$ cat src/sv/mips_subset_processor_step_macros.svh
// assertion macros for the mips subset step core
// no dependencies
`ifndef MIPS_SUBSET_PROCESSOR_STEP_MACROS_SVH
`define MIPS_SUBSET_PROCESSOR_STEP_MACROS_SVH
`ifndef SYNTHESIS
`define MSP_ASSERT_IMPL(label, clk, rst, cond) \
   label: assert property (@(posedge clk) disable iff (rst) (cond)) \
      else $error("assertion failed");
`define MSP_ASSERT_NEXT(label, clk, rst, pre, post) \
   label: assert property (@(posedge clk) disable iff (rst) (pre) |=> (post)) \
      else $error("assertion failed");
`else
`define MSP_ASSERT_IMPL(label, clk, rst, cond)
`define MSP_ASSERT_NEXT(label, clk, rst, pre, post)
`endif
`endif

$ cat src/sv/msp_pkg.sv
// shared types and constants for the mips subset step core
// no dependencies
package msp_pkg;
   localparam logic [31:0] TEXT_BASE = 32'h0040_0000;

   localparam logic [5:0] OP_SPECIAL = 6'd0;
   localparam logic [5:0] OP_J       = 6'd2;
   localparam logic [5:0] OP_JAL     = 6'd3;
   localparam logic [5:0] OP_BEQ     = 6'd4;
   localparam logic [5:0] OP_BNE     = 6'd5;
   localparam logic [5:0] OP_ADDIU   = 6'd9;
   localparam logic [5:0] OP_ANDI    = 6'd12;
   localparam logic [5:0] OP_ORI     = 6'd13;
   localparam logic [5:0] OP_LUI     = 6'd15;
   localparam logic [5:0] OP_LW      = 6'd35;
   localparam logic [5:0] OP_SW      = 6'd43;

   localparam logic [5:0] FN_SLL  = 6'd0;
   localparam logic [5:0] FN_SRL  = 6'd2;
   localparam logic [5:0] FN_JR   = 6'd8;
   localparam logic [5:0] FN_ADDU = 6'd33;
   localparam logic [5:0] FN_SUBU = 6'd35;
   localparam logic [5:0] FN_AND  = 6'd36;
   localparam logic [5:0] FN_OR   = 6'd37;
   localparam logic [5:0] FN_SLT  = 6'd42;

   localparam logic [1:0] ST_OK      = 2'd0;
   localparam logic [1:0] ST_BAD_OP  = 2'd1;
   localparam logic [1:0] ST_BAD_ADR = 2'd2;

   typedef enum logic [3:0] {
      S_CLEAR, S_IDLE, S_FETCH, S_DECODE, S_EXEC, S_MEM, S_WB, S_OUT
   } state_type;

   // controller to datapath
   typedef struct packed {
      logic clear_we;     // write zero at the clear counter
      logic load_we;      // host word write
      logic fetch;        // read instruction word
      logic decode;       // latch instruction, read registers
      logic exec;         // compute result and address
      logic mem;          // data access
      logic commit;       // update registers, pc, result
      logic wr_result;    // build a result without executing
      logic rsp_load;     // move result to output register
   } cmd_type;

   // datapath to controller
   typedef struct packed {
      logic clear_done;
      logic halted;
      logic fetch_bad;
      logic exec_halt;
   } status_type;
endpackage

$ cat src/sv/msp_ctrl.sv
// controller state machine for the mips subset step core
// depends on msp_pkg
module msp_ctrl (
   input  logic                clock,
   input  logic                reset,
   input  logic                req_tvalid,
   output logic                req_tready,
   input  logic                req_cmd,
   input  logic                rsp_busy,
   input  msp_pkg::status_type status,
   output msp_pkg::cmd_type    cmd
);
   msp_pkg::state_type state_ff, state_in;

   always_ff @(posedge clock) begin
      if (reset) begin
         state_ff <= msp_pkg::S_CLEAR;
      end else begin
         state_ff <= state_in;
      end
   end

   always_comb begin
      state_in = state_ff;
      case (state_ff)
         msp_pkg::S_CLEAR: if (status.clear_done) state_in = msp_pkg::S_IDLE;
         msp_pkg::S_IDLE: begin
            if (req_tvalid) begin
               if (!req_cmd || status.halted) state_in = msp_pkg::S_OUT;
               else state_in = msp_pkg::S_FETCH;
            end
         end
         msp_pkg::S_FETCH:
            state_in = status.fetch_bad ? msp_pkg::S_WB : msp_pkg::S_DECODE;
         msp_pkg::S_DECODE: state_in = msp_pkg::S_EXEC;
         msp_pkg::S_EXEC: state_in = msp_pkg::S_MEM;
         msp_pkg::S_MEM: state_in = msp_pkg::S_WB;
         msp_pkg::S_WB: state_in = msp_pkg::S_OUT;
         msp_pkg::S_OUT: if (!rsp_busy) state_in = msp_pkg::S_IDLE;
         default: state_in = msp_pkg::S_IDLE;
      endcase
   end

   always_comb begin
      cmd = '0;
      req_tready = 1'b0;
      case (state_ff)
         msp_pkg::S_CLEAR: cmd.clear_we = 1'b1;
         msp_pkg::S_IDLE: begin
            req_tready = 1'b1;
            if (req_tvalid) begin
               if (!req_cmd) begin
                  cmd.load_we = 1'b1;
                  cmd.wr_result = 1'b1;
               end else if (status.halted) begin
                  cmd.wr_result = 1'b1;
               end
            end
         end
         msp_pkg::S_FETCH: cmd.fetch = 1'b1;
         msp_pkg::S_DECODE: cmd.decode = 1'b1;
         msp_pkg::S_EXEC: cmd.exec = 1'b1;
         msp_pkg::S_MEM: cmd.mem = 1'b1;
         msp_pkg::S_WB: cmd.commit = 1'b1;
         msp_pkg::S_OUT: cmd.rsp_load = !rsp_busy;
         default: cmd = '0;
      endcase
   end
endmodule

$ cat config.mk
export PLATFORM = sky130hd
export DESIGN_NAME = msp_ctrl
export DESIGN_NICKNAME = d
export VERILOG_FILES = /design/src/sv/mips_subset_processor_step_macros.svh /design/src/sv/msp_pkg.sv /design/src/sv/msp_ctrl.sv
export SDC_FILE = /design/constraint.sdc
export NUM_CORES = 1
export LEC_CHECK = 0
export BUFFER_PORTS_ARGS = -buffer_cell sky130_fd_sc_hd__clkbuf_2
export CAP_MARGIN = 20
export CORE_AREA = 2 2 39 41
export CTS_CLUSTER_DIAMETER = 100
export DETAILED_ROUTE_END_ITERATION = 10
export DIE_AREA = 0 0 41 43
export SETUP_SLACK_MARGIN = 0.05
export SLEW_MARGIN = 40
export SYNTH_ARGS = -nofsm -noshare
export SYNTH_HDL_FRONTEND = slang
export SYNTH_SLANG_ARGS = --single-unit
export TNS_END_PERCENT = 30
$ cat constraint.sdc
create_clock -name clock -period 2.35 [get_ports clock]
set_clock_uncertainty 0.1 [all_clocks]
set_input_delay 0.1175 -clock clock [delete_from_list [all_inputs] [get_ports clock]]
set_output_delay 0.1175 -clock clock [all_outputs]
set_load 0.01 [all_outputs]
# ---- Word level (Yosys, flattened, before mapping)
# Index checks and enable logic that the tools add are counted.
dict set report totals {
  ramBits 0
  mem_count 0
  latch_bits 0
  elab_cells 37
  inputBits 9
  out_inout_bits 10
  romBits 0
  reg_bits 4
}
dict set report op_classes {
  mul 0
  n_bitwise 0
  n_eq_ne 10
  n_lt_le_gt_ge 0
  shifts 0
  reduce_logical 5
  add_sub_neg 0
  div 0
  muxes 21
}
# cell n
set ops {}
lappend ops {{$pmux 4 s8} 1}
lappend ops {{$eq 4x3->1 const B} 4}
lappend ops {{$mux 1} 15}
lappend ops {{$mux 4} 3}
lappend ops {{$eq 4x2->1 const B} 2}
lappend ops {{$mux 3} 2}
lappend ops {{$ne 2x2->1 const B} 3}
lappend ops {{$eq 4x1->1 const B} 1}
lappend ops {{$logic_not 4->1} 1}
lappend ops {{$reduce_and 3->1} 1}
lappend ops {{$logic_not 1->1} 2}
lappend ops {{$logic_or 1x1->1} 1}

# ---- Logic depth before layout (Yosys ltp)
# Gate-level depths: netlist (run 1).
dict set report logic_depth {
  word_depth 5
  mapped_depth 4
  depth_no_buf 3
}

# ---- Least setup slack after synthesis (run 1)
# Ideal clock, no wire load.
dict set report synth_timing {
  kind {register to output}
  startpoint {register state_ff[0]}
  endpoint {output port cmd[1] (netlist bit)}
  setup_slack_ns 1.082
  stages_incl_launch_ff 5
  t_arrival_ns 1.051
  required_ns 2.132
  n_path_buf 1
  path_cell_list {dfxtp_1 -> buf_2 -> nor3b_2 -> nand2_1 -> a21oi_1}
}
# item line
set synth_rtl {}
lappend synth_rtl {{from (decl)} msp_ctrl.sv:13} ;# msp_pkg::state_type state_ff, state_in;
lappend synth_rtl {{from (signal assigned)} msp_ctrl.sv:17} ;# state_ff <= msp_pkg::S_CLEAR;
lappend synth_rtl {{from (signal assigned)} msp_ctrl.sv:19} ;# state_ff <= state_in;
lappend synth_rtl {{to (decl)} msp_ctrl.sv:11} ;# output msp_pkg::cmd_type cmd

==> metrics.md, run 1 <==
| Metric | Value |
|---|---|
| Std cell rows | 14 |
| Post-synthesis mux area share | 0 |
| Die Width | around 41 um |
| Net Count, Synth | 44 |
| PD cells | 667 nW/um2 |
| Hold Path Cell Cnt | 3 |
| Registers with the most flip-flops | state_ff (3) |
| Hold Path Origin | status[3] |
| First-pass GRT wire length | 1020 um |
| Initial antenna violation count | 0 |
| Largest net degree at the start of global routing | 18 |
| Crit-path cells | nand2b_1, nor2_1, clkbuf_2 |
| PostCTS Resize Cnt | 0 |
| Initial Util | 0.202 |
| Cell Area, Synth | 279 um2 |
| Crit path launch type | flop |
| Simple-Gate Fraction of Synth Area | 0.422 |
| Chip height | 43 um |
| Data arrival time of the worst path | 1.38 ns |
| Ant. Diodes | 0 |
| CP max FO | 17 |
| Critical-path top delay cell | dfxtp_1 |
| Max H-tree Level | 1 |
| Compound-Gate Fraction of Synth Area | 0.274 |
| IO Pins | 19 |
| CP Capture Type | output pin |
| Crit Path Class | reg2out |
| CP max stage delay | 0.66 ns |
| DRT Pass-1 Iters | 3 |
| Mapped Cells | 35 |
| Synth Area in XOR/XNOR | 0 |
| Via density | between 4 and 5 |
| Final Critical Period | 1.59 ns |
| Post-DP HPWL | approximately 490 um |
| Sequential fraction of the synthesis area | 0.215 |
| Slew margin rel. | 0.633 |
| DRC viols | 0 |
| Final setup TNS | 0 ns |
| Reg2Reg Setup Slack | 1.00 ns |
| Slew Limit Fails | 0 |
| Vias in the first global route | 247 |
| Crit. Startpoint | state_ff[1] |
| TritonCTS Buffers | 3 |
| Num Clock Sinks | 3 |
| Placer Congestion | between 0.7 and 0.8 |
| Critical R2R Capture | state_ff[2] |
| Largest register FFs | 3 |
| Synth Area per Inst | roughly 8.0 um2 |
| Count of state elements after synthesis | 3 |
| Maximum VDD drop | 239 uV |
| Drt total wl | ~630 um |
| Share of layout cells above drive strength 1 | 0.500 |
| Die area | 1760 um2 |
| Static leakage | 0.188 nW |
| Status | completed |
| Clock transition at path regs | 0.04 ns |
| Drt wl/cell | 8.93 um |
| CTS Root Cell | clkbuf_4 |
| Fin nets | 64 |
| Port Buffer Count | 17 |
| Most flop-heavy register | state_ff |
| CTS tree | yes |
| Core ar. | approximately 1400 um2 |
| Endpoints failing hold | 0 |
| Main combinational cell family by area after synthesis | simple AND/OR/NAND/NOR gates |
| Total gr overflow | 0 |
| Yosys cell types | 20 |
| P&R area growth vs syn | 43.0% |
| Detail Route Antenna Nets | 0 |
| Setup violations, final | 0 |
| Synth Warn # | 0 |
| Crit. path cell count | 3 |
| RSZ-0062 raised after global routing | no |
| Via count | 318 |
| Starting DRC count in detailed routing | 6 |
| RR Startpoint | state_ff[1] |
| Critical path buffers and inverters | 1 |
| Crit path max-delay family | flip-flops |
| Clock tree buffer depth | 2 |
| Tcrit/Tclk final | 0.678 |
| Worst slew pin tran | approximately 0.55 ns |
| Total GRT Usage | 0.0893 |
| Peak Freq | 628 MHz |
| Worst skew pair latency | 0.23 ns |
| Post-CTS setup buffers | 0 |
| Hold Crit Class | in2reg |
| CP required | 2.13 ns |
| Final core utilization | 0.288 |
| Maxcap violations | 0 |
| Worst Hold Path EP | state_ff[0] |
| Synth Area in Adders | 0 |
| R2R cell count | 3 |
==> area by class of cell <==
type | count | area (um2)
fillers | 155 | 985
multi-input cells | 28 | 194
repair buffers | 18 | 95.1
flip-flops and latches | 3 | 60.1
clock buffers | 4 | 26.3
well taps | 16 | 20.0
inverters | 1 | 3.75
==> power breakdown <==
group | total [mW] | switching, mW | internal, mW
clock network | 0.0908 | 0.0272 | 0.0637
logic | 0.0909 | 0.0424 | 0.0485
registers | 0.0843 | 0.0253 | 0.0590
total | 0.266 | 0.0948 | 0.171
==> metrics by stage <==
step	std cells	total power [mW]	area (um2)	setup WS, ns	hold slack (ns)
global placement	65	0.174	363	1.02	0.238
global route	70	0.292	399	0.630	0.0913
floorplan	35	0.150	279	1.08	0.0837
finish	70	0.266	399	0.757	0.0898
detailed placement	65	0.176	363	0.997	0.234
CTS	70	0.273	399	0.745	0.0854
==> cell usage after synthesis (all sizes together) <==
library cell	n	area share
nor2	5	0.067
nand2	3	0.040
a311o	1	0.036
buf	3	0.076
nor3b	3	0.099
inv	1	0.013
and3b	2	0.072
o21bai	1	0.027
nor3	1	0.018
nor2b	1	0.022
and2	1	0.027
a211oi	2	0.054
nor4b	1	0.054
o21ai	1	0.031
a21oi	4	0.072
dfxtp	3	0.22
nand2b	1	0.022
a221oi	1	0.054
==> worst reg2reg max path, cell delays in order, from the launching register on <==
cell	delay [ns]
dfxtp_1	0.66
a21oi_1	0.17
o21bai_1	0.16
nor4b_2	0.18
==> layer usage <==
metal | share of wire | GRT usage | vias up
met2 | 0.42 | 0.106 | 15
met1 | 0.48 | 0.109 | 136
met5 | 0 | 0 | -
li1 | - | - | 167
met4 | 0 | 0.0800 | 0
met3 | 0.090 | 0.0471 | 0
==> logic make-up (layout without fill, tap and decap cells) <==
family | Yosys count | after routing
AND/OR/NAND/NOR | 18 | 18
AO/OA/AOI/OAI | 10 | 10
buffers and inverters | 4 | 23
flip-flops | 3 | 3
==> worst max-delay path by stage <==
stage / endpoint / slack [ns]
2_1_floorplan: cmd[1] / 1.08
3_3_place_gp: cmd[0] / 1.02
3_5_place_dp: state_ff[2] / 1.0
4_1_cts: cmd[0] / 0.75
5_1_grt: cmd[0] / 0.63
6_report: cmd[0] / 0.76
==> cell usage in the layout (no fill, tap or decap) <==
master          n
clkbuf_2       17
nor2_1          5
a21oi_1         4
nand2_1         3
clkbuf_4        3
dfxtp_1         3
nor3b_1         2
and3b_2         2
a211oi_1        2
nor3b_2         1
and2_2          1
nand2b_1        1
nor3_1          1
inv_1           1
nor2b_1         1
o21ai_2         1
a311o_1         1
a221oi_2        1
o21bai_1        1
nor4b_2         1
clkbuf_1        1
dlygate4sd3_1   1
==> timing repair <==
action                                 CTS  global route
setup endpoints to repair                0             0
hold buffers                             1             0
endpoints found under the hold margin    2             0
(Power assumes the default switching activity.)
==> run 2, diff against run 1 <==
Settings changed: ABC_AREA set to 1.
Clock period 2.35 ns to 1.38 ns, I/O delays scaled along.
==> metrics.md, run 2 <==
| Metric | Value |
|---|---|
| RSZ-0062 raised after global routing | yes |
| Top cell type by total area after synthesis | dfxtp_1 |
| Slew margin rel. | 0.858 |
| Vias in the first global route | 323 |
| Largest register FFs | 3 |
| TritonCTS Buffers | 3 |
| Clock transition at path regs | around 0.040 ns |
| Initial antenna violation count | 0 |
| First-pass GRT wire length | 1140 um |
| Ant. Diodes | 0 |
| DRC viols | 0 |
| Yosys cell types | 19 |
| Setup violations, final | 0 |
| Drt total wl | 810 um |
| Count of state elements after synthesis | 3 |
| DRT Pass-1 Iters | 4 |
| Status | completed |
| Die area | roughly 1800 um2 |
| Initial Util | 0.229 |
| Final Critical Period | between 1 and 1.5 ns |
| CTS Root Cell | clkbuf_4 |
| Comb pwr share | 0.649 |
| Worst slew pin tran | 0.211 ns |
| Commonest non-fill, non-tap cell in the layout | clkbuf_2 |
| Crit path launch type | flop |
| Via density | 4.26 |
| Static leakage | between 0.3 and 0.4 nW |
| Maxcap violations | 0 |
| Ys flop type | dfxtp_1 |
| Maximum VDD drop | 565 uV |
| Hold Path Origin | rsp_busy |
| Synth top cells by count | 12 x inv_1, 8 x nor2_1, 7 x nand2_1 |
| Net Sw Power | 0.504 mW |
| Synth Area per Inst | 5.86 um2 |
| Mapped Cells | between 50 and 60 |
| Commonest non-fill, non-tap cells in the layout | 16 x clkbuf_2, 12 x inv_1, 7 x nor2_1 |
| PD cells | approximately 2000 nW/um2 |
| RR Startpoint | state_ff[1] |
| Flop pwr share | 0.203 |
| Share of layout cells above drive strength 1 | 0.494 |
| Total GRT Usage | 0.0933 |
| Final worst slack | ~0.091 ns |
| Hold Crit Class | in2reg |
| Total gr overflow | 0 |
| Area occupied by registers | 66.3 um2 |
| Chip height | 43 um |
| IO Pins | 19 |
| CP max FO | 7 |
| Cell Area, Synth | 317 um2 |
| Cell with the most instances after synthesis | inv_1 |
| Placed instance count | 87 |
| Int Power | between 0.5 and 0.6 mW |
| Post-DP HPWL | about 620 um |
| Most flop-heavy register | state_ff |
| Crit. Startpoint | state_ff[0] |
| Port Buffer Count | 17 |
| Largest net degree at the start of global routing | 8 |
| Slew Limit Fails | 0 |
| Worst slack at placement | 0.109 ns |
| Die Width | 41 um |
| CP required | approximately 1.2 ns |
| Max H-tree Level | 1 |
| Num Clock Sinks | 3 |
| Cell area after layout | 510 um2 |
| Net Count, Synth | 63 |
| Endpoints failing hold | 0 |
| Yosys top cell area share | 0.190 |
| Std cell rows | 14 |
| Starting DRC count in detailed routing | 6 |
| Detail Route Antenna Nets | 0 |
| Placed inst area | 424 um2 |
| Registers with the most flip-flops | state_ff (3) |
| Fillers | 151 |
| Placer Congestion | roughly 0.78 |
| Share of flip-flops with an asynchronous set or reset | 0 |
| Final core utilization | 0.369 |
| Final setup TNS | 0 ns |
| Peak Freq | 776 MHz |
| Clock tree buffer depth | 2 |
| Crit Path Class | reg2out |
| Worst skew pair latency | 0.23 ns |
| Via count | around 400 |
| Number of flops mapped to enable cells by yosys | 0 |
| Drt wl/cell | about 8.5 um |
| Synth Warn # | 0 |
| CP Capture Type | output pin |
| Fin nets | 89 |
| Sw frac | 0.485 |
| Multi-input gate area | between 200 and 250 um2 |
| P&R area growth vs syn | 61.3% |
| Top cells by area, synth | dfxtp_1 19%, inv_1 14%, nor2_1 9.5%, nand2_1 8.3%, nand3_1 6.3% |
| Data arrival time of the worst path | 1.12 ns |
| CTS tree | yes |
| Tcrit/Tclk final | 0.934 |
| Core ar. | between 1000 and 1500 um2 |
| Clock share of power | 0.148 |
| Final Non-Filler Cells | between 90 and 100 |
| Sequential fraction of the synthesis area | 0.190 |
[run 2: power groups by stage]
stage / Combinational (mW) / Clock [mW] / Sequential [mW]
5_1_grt: 0.750 / 0.164 / 0.217
2_1_floorplan: 0.437 / 0 / 0.164
3_3_place_gp: 0.579 / 0 / 0.187
6_report: 0.674 / 0.154 / 0.210
3_5_place_dp: 0.584 / 0 / 0.187
4_1_cts: 0.615 / 0.158 / 0.192
[run 2: worst max-delay path: stages (launching register included)]
cell      delay [ns]
dfxtp_2         0.41
inv_2           0.09
nor4_1          0.22
clkbuf_2        0.17
[run 2: cell families (layout without fill, tap and decap cells)]
kind of cell           Yosys count  count (layout)  synth area share
AOI/OAI and AO/OA                5               5             0.107
and+or+nand+nor                 30              30             0.506
buffers and inverters           16              41             0.198
DFF                              3               3             0.190
[run 2: timing repair]
action                                  4_1_cts  5_1_grt
hold endpoints to repair                      1        0
endpoints found under the setup margin        3        4
buffers inserted                              2        1
hold buffers                                  1        0
gates resized for setup                       2        9
[run 2: path summary, 6_finish.rpt]
kind | endpoint | slack (ns) | cells past startpoint
max | cmd[0] | 0.09 | 3
min | state_ff[2] | 0.08 | 3
max reg2reg | state_ff[0] | 0.12 | 8
min reg2reg | state_ff[2] | 0.48 | 2
[run 2: cell type report]
| cell class | count | area share |
|---|---|---|
| sequential | 3 | 0.130 |
| inverter | 15 | 0.120 |
| tap | 16 | 0.0392 |
| clock buffer | 4 | 0.0515 |
| timing repair buffer | 22 | 0.245 |
| multi-input combinational | 35 | 0.414 |
[run 2: per-layer routing]
metal	share of wire	track usage	up-vias
met3	0.074	0	2
met4	0.0099	0.0600	0
met5	0	0	-
met1	0.39	0.109	167
met2	0.52	0.156	18
li1	-	-	218
[run 2: per-stage QoR]
step	hold WS, ns	power, mW
6_report	0.0790	1.04
5_1_grt	0.109	1.13
3_3_place_gp	0.154	0.766
3_5_place_dp	0.154	0.771
4_1_cts	0.0625	0.964
2_1_floorplan	0.0314	0.601
==> run 3, diff against run 2 <==
Settings changed: ABC_CLOCK_PERIOD_IN_PS set to 1380, GPL_TIMING_DRIVEN set to 0.
==> metrics.md, run 3 (synthesized netlist as in run 2, its figures left out) <==
| Metric | Value |
|---|---|
| Multi-input gate area | 206 um2 |
| PD cells | 2050 nW/um2 |
| Core ar. | 1380 um2 |
| Hold Crit Class | in2reg |
| TritonCTS Buffers | 3 |
| R2R cell count | 9 |
| Crit Path Class | reg2out |
| Worst skew pair latency | ~0.23 ns |
| Detail Route Antenna Nets | 0 |
| Num Clock Sinks | 3 |
| Std cell rows | 14 |
| Share of layout cells above drive strength 1 | 0.488 |
| Most flop-heavy register | state_ff |
| Placer Congestion | 0.780 |
| Crit-path cells | buf_6, clkinv_4, nor4_1, clkbuf_2 |
| CP Capture Type | output pin |
| Placed instance count | between 80 and 90 |
| Ant. Diodes | 0 |
| Clock transition at path regs | around 0.040 ns |
| Critical-path top delay cell | dfxtp_1 |
| Total GRT Usage | 0.0983 |
| Via density | approximately 4.4 |
| First-pass GRT wire length | 1240 um |
| Port Buffer Count | 17 |
| Slew Limit Fails | 0 |
| Crit path launch type | flop |
| Hold Path Cell Cnt | 4 |
| Vias in the first global route | 358 |
| Critical R2R Capture | state_ff[2] |
| Reg2Reg Setup Slack | between 0.1 and 0.15 ns |
| Final setup TNS | 0 ns |
| Total gr overflow | 0 |
| IO Pins | 19 |
| Chip height | 43 um |
| Fin nets | 94 |
| Starting DRC count in detailed routing | 14 |
| Commonest non-fill, non-tap cells in the layout | 16 x clkbuf_2, 12 x inv_1, 8 x nor2_1, 8 x buf_4, 7 x nand2_1 |
| Clock tree buffer depth | 2 |
| Drt total wl | 890 um |
| Endpoints failing hold | 0 |
| Die area | ~1800 um2 |
| Maxcap violations | 0 |
| Commonest non-fill, non-tap cell in the layout | clkbuf_2 |
| Final Critical Period | around 1.3 ns |
| DRC viols | 0 |
| Die Width | 41 um |
| RR Startpoint | state_ff[2] |
| CTS Root Cell | clkbuf_4 |
| DRT Pass-1 Iters | 2 |
| Peak Freq | 757 MHz |
| Data arrival time of the worst path | between 1 and 1.5 ns |
| P&R area growth vs syn | 74.7% |
| CP max FO | 4 |
| Area occupied by registers | 67.6 um2 |
| CP max stage delay | 0.31 ns |
| CP required | 1.21 ns |
| Largest net degree at the start of global routing | 8 |
| Worst Hold Path EP | state_ff[0] |
| Worst slew pin tran | roughly 0.24 ns |
| Post-DP HPWL | 605 um |
| Slew margin rel. | 0.837 |
| Final Non-Filler Cells | 100 |
| Tcrit/Tclk final | 0.957 |
| Max H-tree Level | 1 |
| Drt wl/cell | between 8 and 9 um |
| CTS tree | yes |
| Largest register FFs | 3 |
| Crit. Startpoint | state_ff[2] |
| Setup violations, final | 0 |
| Maximum VDD drop | 588 uV |
| Initial Util | 0.229 |
| Via count | 437 |
| Hold Path Origin | status[1] |
| RSZ-0062 raised after global routing | yes |
| Static leakage | 0.337 nW |
| Registers with the most flip-flops | state_ff (3) |
| Fillers | 151 |
| Status | completed |
| Initial antenna violation count | 0 |
run 3: final cells by class:
class                           instances  area share
Inverter                               15       0.120
Clock buffer                            4      0.0475
Sequential cell                         3       0.122
Timing Repair Buffer                   26       0.281
Tap cell                               16      0.0362
Multi-Input combinational cell         35       0.373
Buffer                                  1      0.0204
run 3: what timing repair did:
| action | CTS | global route |
|---|---|---|
| endpoints found under the hold margin | 1 | 0 |
| cloned | 0 | 0 |
| pin swaps | 1 | 1 |
| endpoints found under the setup margin | 3 | 5 |
| hold buffers | 1 | 0 |
| buffers inserted | 7 | 1 |
| gates resized for setup | 7 | 5 |
run 3: critical path, delay by kind of cell (launching register included):
| family | cells | cell delay, ns |
|---|---|---|
| DFF | 1 | 0.31 |
| and+or+nand+nor | 1 | 0.27 |
| buffers and inverters | 3 | 0.34 |
run 3: report_power, final:
group          switching, mW  total (mW)  internal [mW]  leakage [nW]
registers             0.0634       0.203          0.140        0.0260
clock network         0.0419       0.150          0.108        0.0150
logic                  0.423       0.780          0.358         0.296
total                  0.528        1.13          0.606         0.337
run 3: worst max path at each step:
stage	to	slack [ns]	cells after the start
6_report	cmd[0]	0.06	4
5_1_grt	cmd[1]	0.01	7
4_1_cts	cmd[1]	0.06	7
3_5_place_dp	state_ff[0]	0.1	8
3_3_place_gp	state_ff[0]	0.11	8
2_1_floorplan	state_ff[0]	0.20	8
run 3: stage by stage:
| step | instance area, um2 | utilization | hold WS (ns) | power (mW) | setup WS, ns |
|---|---|---|---|---|---|
| finish | 553 | 0.400 | 0.0977 | 1.13 | 0.0589 |
| global route | 553 | 0.400 | 0.117 | 1.23 | 0.0137 |
| CTS | 533 | 0.385 | 0.0736 | 1.10 | 0.0551 |
| detailed placement | 422 | 0.305 | 0.159 | 0.760 | 0.0950 |
| global placement | 422 | 0.305 | 0.154 | 0.756 | 0.107 |
| floorplan | 317 | - | 0.0314 | 0.601 | 0.203 |
run 3: metal layers:
metal	GRT usage	vias up	wire length, um
met5	0	-	0
met1	0.115	190	320
met3	0	2	55
met2	0.166	14	498
met4	0.0600	0	15
li1	-	231	-
